`config.mk`:
```
export PLATFORM = sky130hd
export DESIGN_NAME = mfl_queue
export DESIGN_NICKNAME = d
export VERILOG_FILES = /design/src/rtl/mfl_pkg.sv /design/src/rtl/mfl_queue.sv
export SDC_FILE = /design/constraint.sdc
export NUM_CORES = 1
export LEC_CHECK = 0
export ABC_CLOCK_PERIOD_IN_PS = 5600
export BUFFER_PORTS_ARGS = -buffer_cell sky130_fd_sc_hd__buf_2
export CORE_UTILIZATION = 30
export DETAILED_ROUTE_END_ITERATION = 10
export PLACE_DENSITY = 0.55
export SKIP_LAST_GASP = 1
export SLEW_MARGIN = 20
export SYNTH_ARGS = -nofsm -noshare
export SYNTH_HDL_FRONTEND = slang
export SYNTH_SLANG_ARGS = --single-unit
```
`constraint.sdc`:
```
create_clock -name clock -period 5.6 [get_ports clock]
set_clock_uncertainty 0.05 [all_clocks]
set_input_delay 0.84 -clock clock [delete_from_list [all_inputs] [get_ports clock]]
set_output_delay 0.84 -clock clock [all_outputs]
set_load 0.03 [all_outputs]
```
`src/rtl/mfl_pkg.sv`:
```
// ----------------------------------------------------------------------------
// Median filter package
// Shared types and constants of the 3x3 luma median filter.
// ----------------------------------------------------------------------------
package mfl_pkg;

   localparam int DEF_MAX_WIDTH = 1024;
   localparam int QUEUE_DEPTH   = 4;

   localparam logic [10:0] RST_IMAGE_WIDTH  = 11'd640;
   localparam logic [15:0] RST_IMAGE_HEIGHT = 16'd480;

   // Register indexes of the configuration port.
   localparam logic [1:0] REG_IMAGE_WIDTH  = 2'd0;
   localparam logic [1:0] REG_IMAGE_HEIGHT = 2'd1;

   // One pending result: median luma, reference pixel {r, g, b}, flags.
   typedef struct packed {
      logic [7:0]  med;
      logic [23:0] refp;
      logic        fend;
      logic        last;
   } task_type;

   typedef struct packed {
      logic full;
      logic empty;
   } queue_stat_type;

endpackage

```
`src/rtl/mfl_queue.sv`:
```
// ----------------------------------------------------------------------------
// Task queue
// Short first-in first-out queue between the front end and the back end.
// ----------------------------------------------------------------------------
module mfl_queue
   import mfl_pkg::*;
#(
   parameter int DEPTH = QUEUE_DEPTH
) (
   input  logic           clock,
   input  logic           reset,
   input  logic           push,
   input  task_type       push_data,
   input  logic           pop,
   output task_type       head,
   output queue_stat_type q_stat
);

   localparam int PTR_W = $clog2(DEPTH);

   task_type           slot_ff [DEPTH];
   logic [PTR_W-1:0]   wr_ptr_ff, wr_ptr_in;
   logic [PTR_W-1:0]   rd_ptr_ff, rd_ptr_in;
   logic [PTR_W:0]     count_ff, count_in;

   assign q_stat.full  = (count_ff == (PTR_W+1)'(DEPTH));
   assign q_stat.empty = (count_ff == '0);
   assign head         = slot_ff[rd_ptr_ff];

   always_comb begin
      wr_ptr_in = wr_ptr_ff;
      rd_ptr_in = rd_ptr_ff;
      count_in  = count_ff;
      if (push) begin
         wr_ptr_in = (wr_ptr_ff == PTR_W'(DEPTH - 1)) ? '0 : wr_ptr_ff + PTR_W'(1);
      end
      if (pop) begin
         rd_ptr_in = (rd_ptr_ff == PTR_W'(DEPTH - 1)) ? '0 : rd_ptr_ff + PTR_W'(1);
      end
      if (push && !pop) begin
         count_in = count_ff + (PTR_W+1)'(1);
      end else if (pop && !push) begin
         count_in = count_ff - (PTR_W+1)'(1);
      end
   end

   always_ff @(posedge clock) begin
      if (reset) begin
         wr_ptr_ff <= '0;
         rd_ptr_ff <= '0;
         count_ff  <= '0;
      end else begin
         wr_ptr_ff <= wr_ptr_in;
         rd_ptr_ff <= rd_ptr_in;
         count_ff  <= count_in;
      end
   end

   always_ff @(posedge clock) begin
      if (push) begin
         slot_ff[wr_ptr_ff] <= push_data;
      end
   end

endmodule

```
==> impl_metrics.env <==
export IMPL_status="finished, final reports clean"
export IMPL_post_route_min_period_ns=3.16
export IMPL_rsz0062_at_grt="no"
export IMPL_cp_cell_sequence="buf_4 > mux4_1 > buf_2"
export IMPL_clock_sinks=145
export IMPL_critPathRequiredTime_ns=4.71
export IMPL_tns_ns=0
export IMPL_grt_pass1_vias=2724
export IMPL_ys_flop_type="edfxtp_1"
export IMPL_hold_path_class="flip-flop to flip-flop"
export IMPL_synth_most_common_cell="edfxtp_1"
export IMPL_finalPower_mw=2.70
export IMPL_timing_final_hold_violations=0
export IMPL_post_cts_buffers=0
export IMPL_drtAntennaViolNets=0
export IMPL_cts_buffers=17
export IMPL_avgRoutedWirePerCell_microns=17.2
export IMPL_critPathSlowestCell="mux4_1"
export IMPL_synth_avg_cell_area_sq_um=24.3
export IMPL_ir_drop_mv=0.198
export IMPL_detailed_place_hpwl_mm=5.52
export IMPL_drc_errors=0
export IMPL_insertion_delay_ns=0.41
export IMPL_antenna_found_initial=1
export IMPL_drive_above_1_share_pct=44.1
export IMPL_max_slew_margin_pct=34.1
export IMPL_clockRootBuffer="clkbuf_16"
export IMPL_async_flop_share_pct=0
export IMPL_grtUsageTotal_pct=11.3
export IMPL_n_antenna_cell=0
export IMPL_avgViaCountPerCell=4.46
export IMPL_firstDrtPassIters=4
export IMPL_vias=2431
export IMPL_clockBufferDepth=2
export IMPL_synth_top_area_share_pct=75.7
export IMPL_synth_common_cells="edfxtp_1, mux4_2, dfxtp_1"
export IMPL_slew_violations=0
export IMPL_cts_htree_levels=4
export IMPL_syn_nets=267
export IMPL_cts_tree="built"
export IMPL_dieArea_sq_mm=0.0185
export IMPL_post_route_period_util_pct=56.4
export IMPL_grt_pass1_wl_mm=14.8
export IMPL_drt_iter0_markers=100
export IMPL_pin_count=74
export IMPL_dieWidth_microns=136
export IMPL_cp_max_fo=26
export IMPL_pre_cts_ws_ns=2.78
export IMPL_coreArea_sq_mm=0.0174
export IMPL_slowest_delay_ns=0.61
export IMPL_synth_area_sq_mm=0.00540
export IMPL_power_density_mw_per_mm2=409
export IMPL_synth_top_area_cell="edfxtp_1"
export IMPL_placementRows=48
export IMPL_tightestPinTransition_ns=0.989
export IMPL_start_kind="flip-flop"
export IMPL_setup_worst_path_end_class="output pin"
export IMPL_start_util_pct=31.0
export IMPL_final_nets=352
export IMPL_synth_area_leaders="edfxtp_1, mux4_2, dfxtp_1"
export IMPL_clk_pin_slew_ns=0.06
export IMPL_path_class="flip-flop to output pin"
export IMPL_cts_resized_gates=0
export IMPL_synth_edf_count=136
export IMPL_totalWireLength_mm=9.37
export IMPL_die_h_microns=136
export IMPL_cp_arrival_ns=2.27
export IMPL_layout_setup_ws_ns=2.44
export IMPL_fmax_mhz=317
export IMPL_synth_seq_cells=145
export IMPL_gr_total_overflow=0
export IMPL_area_growth_pct=22.3
export IMPL_hold_buffers=0
export IMPL_power_leakage_nw=2.26
export IMPL_grt_max_degree=35
export IMPL_finalSetupViolCount=0
export IMPL_ys_warn_count=0
export IMPL_portBuffers=73
export IMPL_syn_inst=222
export IMPL_gp_congestion=0.651
export IMPL_max_cap_violations=0
export IMPL_fin_util_pct=37.9
export IMPL_ys_seq_area_share_pct=79.0
export IMPL_yosysUniqueCellTypes=20
## power by group
part           leakage [nW]  switching [mW]  total (mW)  internal, mW
registers              1.32          0.0245        1.27          1.24
logic                 0.633           0.158       0.250        0.0930
clock network         0.299           0.431        1.18         0.751
## worst max-delay path, delay by kind of cell, from the launching register on
| kind | cells | cell delay (ns) |
|---|---|---|
| flops | 1 | 0.51 |
| mux | 1 | 0.61 |
| buf+inv | 2 | 0.72 |
## cell families (layout without fill, tap and decap cells)
logic type                 after synthesis  after routing  synth area share (%)
adders and majority gates                7              7                  1.76
AOI/OAI and AO/OA                        3              3                 0.278
buffers and inverters                   12            110                  1.95
and+or+nand+nor                         15             15                  1.44
muxes                                   38             38                  15.2
xor gates and xnor gates                 2              2                 0.325
DFF                                    145            145                  79.0
## final cells by class
cell class                 instances  area, sq um
clock buffer                      17          425
clock inverter                    15          208
fill                            1626        10800
inverter                           4         15.0
multi-input combinational         65         1030
sequential                       145         4270
tap                              225          282
timing repair buffer              74          373
## metrics by stage
stage	area, sq um	hold slack [ns]	std cells
after CTS	6600	0.464	545
after global placement	5970	0.432	513
final	6600	0.454	545
after detailed placement	5970	0.454	513
after global routing	6600	0.508	545
after floorplan	5400	0.410	222
## cells in the final DEF (no fill, tap or decap), drive strengths merged, types with 2 or more instances in the layout
cell type / instances
xor2: 2
bufinv: 4
nor3b: 2
nor2: 7
buf: 74
clkinv: 4
clkbuf: 17
mux4: 34
a21oi: 2
edfxtp: 136
dfxtp: 9
inv: 8
ha: 6
and2: 4
clkinvlp: 3
mux2i: 4
## state kept, by name, indices dropped and copies added, names as in the netlist, named ones only
signal     count
count_ff       3
rd_ptr_ff      2
slot_ff      136
wr_ptr_ff      2
## per-layer routing
| layer | routed length, microns | GRT usage, % |
|---|---|---|
| met1 | 3990 | 13.1 |
| met2 | 4710 | 18.6 |
| met3 | 523 | 4.51 |
| met4 | 131 | 4.44 |
| met5 | 13 | 0 |
## final timing paths
| check | slack, ns | depth (start not counted) | to | from |
|---|---|---|---|---|
| max | 2.44 | 3 | head[26] | flip-flop |
| min | 0.45 | 2 | count_ff[2] | count_ff[2] |
| max reg2reg | 3.78 | 2 | slot_ff[3][8] | wr_ptr_ff[0] |
| min reg2reg | 0.45 | 2 | count_ff[2] | count_ff[2] |
(Power assumes the default switching activity.)
