**src/rtl/mfl_pkg.sv**
```systemverilog
// ----------------------------------------------------------------------------
// Median filter package
// Shared types and constants of the 3x3 luma median filter.
// ----------------------------------------------------------------------------
package mfl_pkg;

   localparam int DEF_MAX_WIDTH = 1024;
   localparam int QUEUE_DEPTH   = 4;

   localparam logic [10:0] RST_IMAGE_WIDTH  = 11'd640;
   localparam logic [15:0] RST_IMAGE_HEIGHT = 16'd480;

   // Register indexes of the configuration port.
   localparam logic [1:0] REG_IMAGE_WIDTH  = 2'd0;
   localparam logic [1:0] REG_IMAGE_HEIGHT = 2'd1;

   // One pending result: median luma, reference pixel {r, g, b}, flags.
   typedef struct packed {
      logic [7:0]  med;
      logic [23:0] refp;
      logic        fend;
      logic        last;
   } task_type;

   typedef struct packed {
      logic full;
      logic empty;
   } queue_stat_type;

endpackage

```
**src/rtl/mfl_back.sv**
```systemverilog
// ----------------------------------------------------------------------------
// Median filter back end
// Rebuilds RGB from the median luma and the reference chroma in a stalling
// three-stage pipeline and drives the result channel.
// ----------------------------------------------------------------------------
module mfl_back
   import mfl_pkg::*;
(
   input  logic           clock,
   input  logic           reset,
   input  task_type       head,
   input  queue_stat_type q_stat,
   output logic           pop,
   output logic           rsp_tvalid,
   input  logic           rsp_tready,
   output logic [23:0]    rsp_tdata,
   output logic           rsp_tlast,
   output logic           rsp_tuser
);

   // Chroma scaled by 10^4; the result is floor((M * 10^7 + c * chroma) / 10^7).
   localparam logic signed [33:0] SCALE    = 34'sd10000000;
   localparam logic signed [33:0] CLAMP_HI = 34'sd2560000000;
   // ceil(2^42 / 78125); t / 10^7 = (t >> 7) / 78125.
   localparam logic [25:0] RECIP = 26'd56294996;

   logic              en;
   logic              s1_vld_ff, s2_vld_ff, rsp_vld_ff;
   logic [7:0]        s1_med_ff, s1_med_in;
   logic signed [21:0] s1_u_ff, s1_u_in, s1_v_ff, s1_v_in;
   logic [1:0]        s1_flags_ff, s2_flags_ff;
   logic signed [33:0] s2_r_ff, s2_r_in, s2_g_ff, s2_g_in, s2_b_ff, s2_b_in;
   logic [23:0]       rsp_data_ff, rsp_data_in;
   logic [1:0]        rsp_flags_ff;

   assign en  = !rsp_vld_ff || rsp_tready;
   assign pop = en && !q_stat.empty;

   always_comb begin
      logic signed [21:0] rr, rg, rb;
      rr = $signed({14'd0, head.refp[23:16]});
      rg = $signed({14'd0, head.refp[15:8]});
      rb = $signed({14'd0, head.refp[7:0]});
      s1_med_in = head.med;
      s1_u_in   = -22'sd1690 * rr - 22'sd3320 * rg + 22'sd5000 * rb;
      s1_v_in   =  22'sd5000 * rr - 22'sd4190 * rg - 22'sd813 * rb;
   end

   always_comb begin
      logic signed [33:0] base, u, v;
      base    = $signed({26'd0, s1_med_ff}) * SCALE;
      u       = 34'(s1_u_ff);
      v       = 34'(s1_v_ff);
      s2_r_in = base + 34'sd1403 * v;
      s2_g_in = base - 34'sd344 * u - 34'sd714 * v;
      s2_b_in = base + 34'sd1770 * u;
   end

   function automatic logic [7:0] to_byte(input logic signed [33:0] t);
      logic [50:0] prod;
      prod = {26'd0, t[31:7]} * {25'd0, RECIP};
      if (t < 34'sd0) begin
         return 8'd0;
      end else if (t >= CLAMP_HI) begin
         return 8'd255;
      end else begin
         return prod[49:42];
      end
   endfunction

   assign rsp_data_in = {to_byte(s2_b_ff), to_byte(s2_g_ff), to_byte(s2_r_ff)};

   always_ff @(posedge clock) begin
      if (reset) begin
         s1_vld_ff  <= 1'b0;
         s2_vld_ff  <= 1'b0;
         rsp_vld_ff <= 1'b0;
      end else if (en) begin
         s1_vld_ff  <= !q_stat.empty;
         s2_vld_ff  <= s1_vld_ff;
         rsp_vld_ff <= s2_vld_ff;
      end
   end

   always_ff @(posedge clock) begin
      if (en) begin
         s1_med_ff    <= s1_med_in;
         s1_u_ff      <= s1_u_in;
         s1_v_ff      <= s1_v_in;
         s1_flags_ff  <= {head.fend, head.last};
         s2_r_ff      <= s2_r_in;
         s2_g_ff      <= s2_g_in;
         s2_b_ff      <= s2_b_in;
         s2_flags_ff  <= s1_flags_ff;
         rsp_data_ff  <= rsp_data_in;
         rsp_flags_ff <= s2_flags_ff;
      end
   end

   assign rsp_tvalid = rsp_vld_ff;
   assign rsp_tdata  = rsp_data_ff;
   assign rsp_tlast  = rsp_flags_ff[0];
   assign rsp_tuser  = rsp_flags_ff[1];

endmodule

```
**config.mk**
```make
export PLATFORM = sky130hd
export DESIGN_NAME = mfl_back
export DESIGN_NICKNAME = d
export VERILOG_FILES = /design/src/rtl/mfl_pkg.sv /design/src/rtl/mfl_back.sv
export SDC_FILE = /design/constraint.sdc
export NUM_CORES = 2
export LEC_CHECK = 0
export ABC_AREA = 1
export BUFFER_PORTS_ARGS = -buffer_cell sky130_fd_sc_hd__buf_2
export CORE_ASPECT_RATIO = 1.25
export CORE_MARGIN = 2
export CORE_UTILIZATION = 30
export CTS_CLUSTER_SIZE = 10
export DETAILED_ROUTE_END_ITERATION = 10
export PLACE_DENSITY = 0.46
export SLEW_MARGIN = 20
export SYNTH_ARGS = -nofsm -noshare
export SYNTH_HDL_FRONTEND = slang
export SYNTH_SLANG_ARGS = --single-unit
```
**constraint.sdc**
```tcl
create_clock -name clock -period 12.5 [get_ports clock]
set_clock_uncertainty 0.05 [all_clocks]
set_input_delay 1.25 -clock clock [delete_from_list [all_inputs] [get_ports clock]]
set_output_delay 1.25 -clock clock [all_outputs]
set_load 0.01 [all_outputs]
```
==> metrics.md <==
| Metric | Value |
|---|---|
| Adder-Cell Fraction of Synth Area | `around three fifths` |
| Hold buffer count at CTS | `0` |
| Synth cell types | `60` |
| Sequential cell area fraction in the yosys report | `6.81%` |
| Starting density of the core | `30.1%` |
| Worst setup SP type | `register` |
| Top fanout value on the critical path | `9` |
| Die Y | `579 µm` |
| Layout Nets | `roughly 12000` |
| Antenna-violating nets left | `0` |
| Met3 wire length | `4880 µm` |
| DRT Pass-1 Iters | `7` |
| WS Path Type | `register to register` |
| Sink Count | `181` |
| Slew Limit Fails | `0` |
| Vias in the first global route | `63800` |
| Period utilization | `approximately 65%` |
| Worst-Margin Slew | `0.940 ns` |
| Mux contribution to synthesized area | `0%` |
| Max Clock Freq | `roughly 120 MHz` |
| GPL Wtd Cong | `0.896` |
| Setup TNS | `0 ns` |
| Area fraction in compound gates after synthesis | `5.55%` |
| Detailed Route WL | `235000 µm` |
| Syn-to-layout area delta | `7.08%` |
| RSZ-0062 raised after global routing | `no` |
| CTS Buf Count | `25` |
| # IOs | `67` |
| Worst path max stage delay | `0.59 ns` |
| FFs w/ async S/R, synth | `0%` |
| Root Driver | `clkbuf_16` |
| Largest family of logic cells by synthesized area | `adder cells` |
| Post-DR wirelength/cell | `approximately 18 µm` |
| Initial drt markers | `2394` |
| HP Class | `register to register` |
| Synthesized net count | `approximately 12000` |
| Placed cell area | `84200 µm²` |
| Simple-gate area share of the yosys netlist | `12.5%` |
| Netlist Area Pre-Place | `79400 µm²` |
| Initial antenna violation count | `6` |
| # Post-CTS Setup Buffers | `0` |
| DRC violations left | `0` |
| Die ar. | `269000 µm²` |
| Avg Cell Area, Syn | `8.68 µm²` |
| First-pass GRT wire length | `between 300000 and 400000 µm` |
| Post-synthesis xor/xnor area fraction | `3.25%` |
| Buffers on Ports | `65` |
| Clock transition at path regs | `0.08 ns` |
| Synth top area share | `36.6%` |
| Mapped Cells | `9146` |
| Buffers from clock root to sink, at most | `3` |
| Die width | `464 µm` |
| Post-DP HPWL | `214000 µm` |
| Final core occ | `32.2%` |
| Period minus WS final | `8.14 ns` |
| Final setup vio count | `0` |
| Max-slew headroom | `37.3%` |
| Number of synthesized flops with an enable pin | `between 150 and 200` |
| TritonCTS clock tree | `yes` |
| Total grt overflow | `0` |
| Core Area | `264000 µm²` |
| CP required | `12.85 ns` |
| CTS resizes | `0` |
| H-tree levels | `4` |
| Most frequent CP cell | `fa_1` |
| Hold Vio Cnt, Final | `0` |
| Rows | `211` |
| Max-cap violations | `0` |
| Slowest CP cell | `edfxtp_1` |
| Synthesized flop and latch total | `181` |
| Status | `completed` |
| Design area | `85000 µm²` |
| Metal2 WL | `123000 µm` |
| Total track usage | `17.9%` |
| Nature of the critical path endpoint | `register` |
| Ys Warns | `0` |
| Clk_lat worst skew | `0.59 ns` |
| Critical Path AT | `8.49 ns` |
| Max layer used | `met5` |
| Via count | `57700` |
| Vias/cell | `4.51` |
| Area contributors post-synth | `fa_1 (37%), ha_1 (23%), inv_1 (12%)` |
| Top FF cell, synth | `edfxtp_1` |
| Layout cells sized above 1 | `2.48%` |
| Dominant cell type by area after synthesis | `fa_1` |
| Pin count of the biggest net entering global routing | `between 70 and 80` |
| Met1 Wirelength | `99600 µm` |
## logic make-up (layout without fill, tap and decap cells)
family	after synthesis	count (layout)
compound gates	765	765
xor+xnor	291	291
fa+ha+maj	2897	2897
buf+inv	2637	2752
flops	181	181
other cells	0	3
simple gates	2375	2375
## registers in the layout (all words and copies together) (netlist names)
name          flops
s2_r_ff          34
s2_b_ff          32
s2_g_ff          31
rsp_tdata        24
s1_v_ff          22
s1_u_ff          21
s1_med_ff         8
rsp_flags_ff      2
s1_flags_ff       2
s2_flags_ff       2
rsp_tvalid        1
s1_vld_ff         1
s2_vld_ff         1
## stage by stage
| step | std cells | worst slack [ns] | hold WS, ns |
|---|---|---|---|
| 5_1_grt | 12800 | 3.89 | 0.389 |
| 3_3_place_gp | 12700 | 4.24 | 0.367 |
| 3_5_place_dp | 12700 | 4.21 | 0.358 |
| 4_1_cts | 12800 | 4.16 | 0.389 |
| 6_report | 12800 | 4.36 | 0.383 |
| 2_1_floorplan | 9146 | 5.56 | 0.350 |
## path summary, 6_finish.rpt
| kind | endpoint | start | cells after the start | slack (ns) |
|---|---|---|---|---|
| worst max-delay path | s2_r_ff[30]$_DFFE_PN_ | s1_med_ff[6]$_DFFE_PN_ | 25 | 4.36 |
| worst max register to register | s2_r_ff[30]$_DFFE_PN_ | s1_med_ff[6]$_DFFE_PN_ | 25 | 4.36 |
| worst min register to register | s2_flags_ff[0]$_DFFE_PN_ | s1_flags_ff[0]$_DFFE_PN_ | 0 | 0.38 |
| worst min-delay path | s2_flags_ff[0]$_DFFE_PN_ | s1_flags_ff[0]$_DFFE_PN_ | 0 | 0.38 |
## critical path: cells and delay by family, from the launching register on
family / cells / cell delay [ns]
AO/OA/AOI/OAI: 3 / 0.61
buffers and inverters: 5 / 0.58
flip-flops: 1 / 0.59
XOR/XNOR: 2 / 0.73
adder cells (fa/ha/maj): 10 / 4.31
AND/OR/NAND/NOR: 5 / 1.05
## layout make-up
class / instances / area [µm²]
flip-flops and latches: 181 / 5410
clock inverters: 6 / 110
well taps: 3514 / 4400
clock buffers: 26 / 629
repair buffers: 86 / 483
multi-input cells: 6328 / 64000
inverters: 2634 / 9890
fillers: 28000 / 179000
diodes: 3 / 7.51
## routing by layer
layer  global-route usage, %  up-vias
li1                        -    28200
met1                    21.8    28600
met2                    33.7      701
met3                    1.19      216
met4                    4.94        6
met5                       0        -
## cell usage in the layout (no fill, tap or decap), types with 107 or more instances in the layout
cell type  netlist  routed
fa_1          1451    1451
a21oi_1        393     393
nand2_1       1396    1396
o21ai_0        160     160
nand3_1        254     254
ha_1          1446    1446
xnor2_1        107     107
edfxtp_1       178     178
inv_1         2624    2623
nor2_1         464     464
xor2_1         181     181
## synth_stat cells, types with 18 or more instances
master    number
inv_1       2624
fa_1        1451
ha_1        1446
nand2_1     1396
nor2_1       464
a21oi_1      393
nand3_1      254
xor2_1       181
edfxtp_1     178
o21ai_0      160
xnor2_1      107
nand4_1       83
nor3_1        67
o21bai_1      46
a21o_1        40
nor4_1        20
a31oi_1       19
nand2_2       18
o21ai_2       18
Power is left out: the tool's default activity adds up to more than one toggle a clock period on the data nets, which glitch-free logic cannot reach.
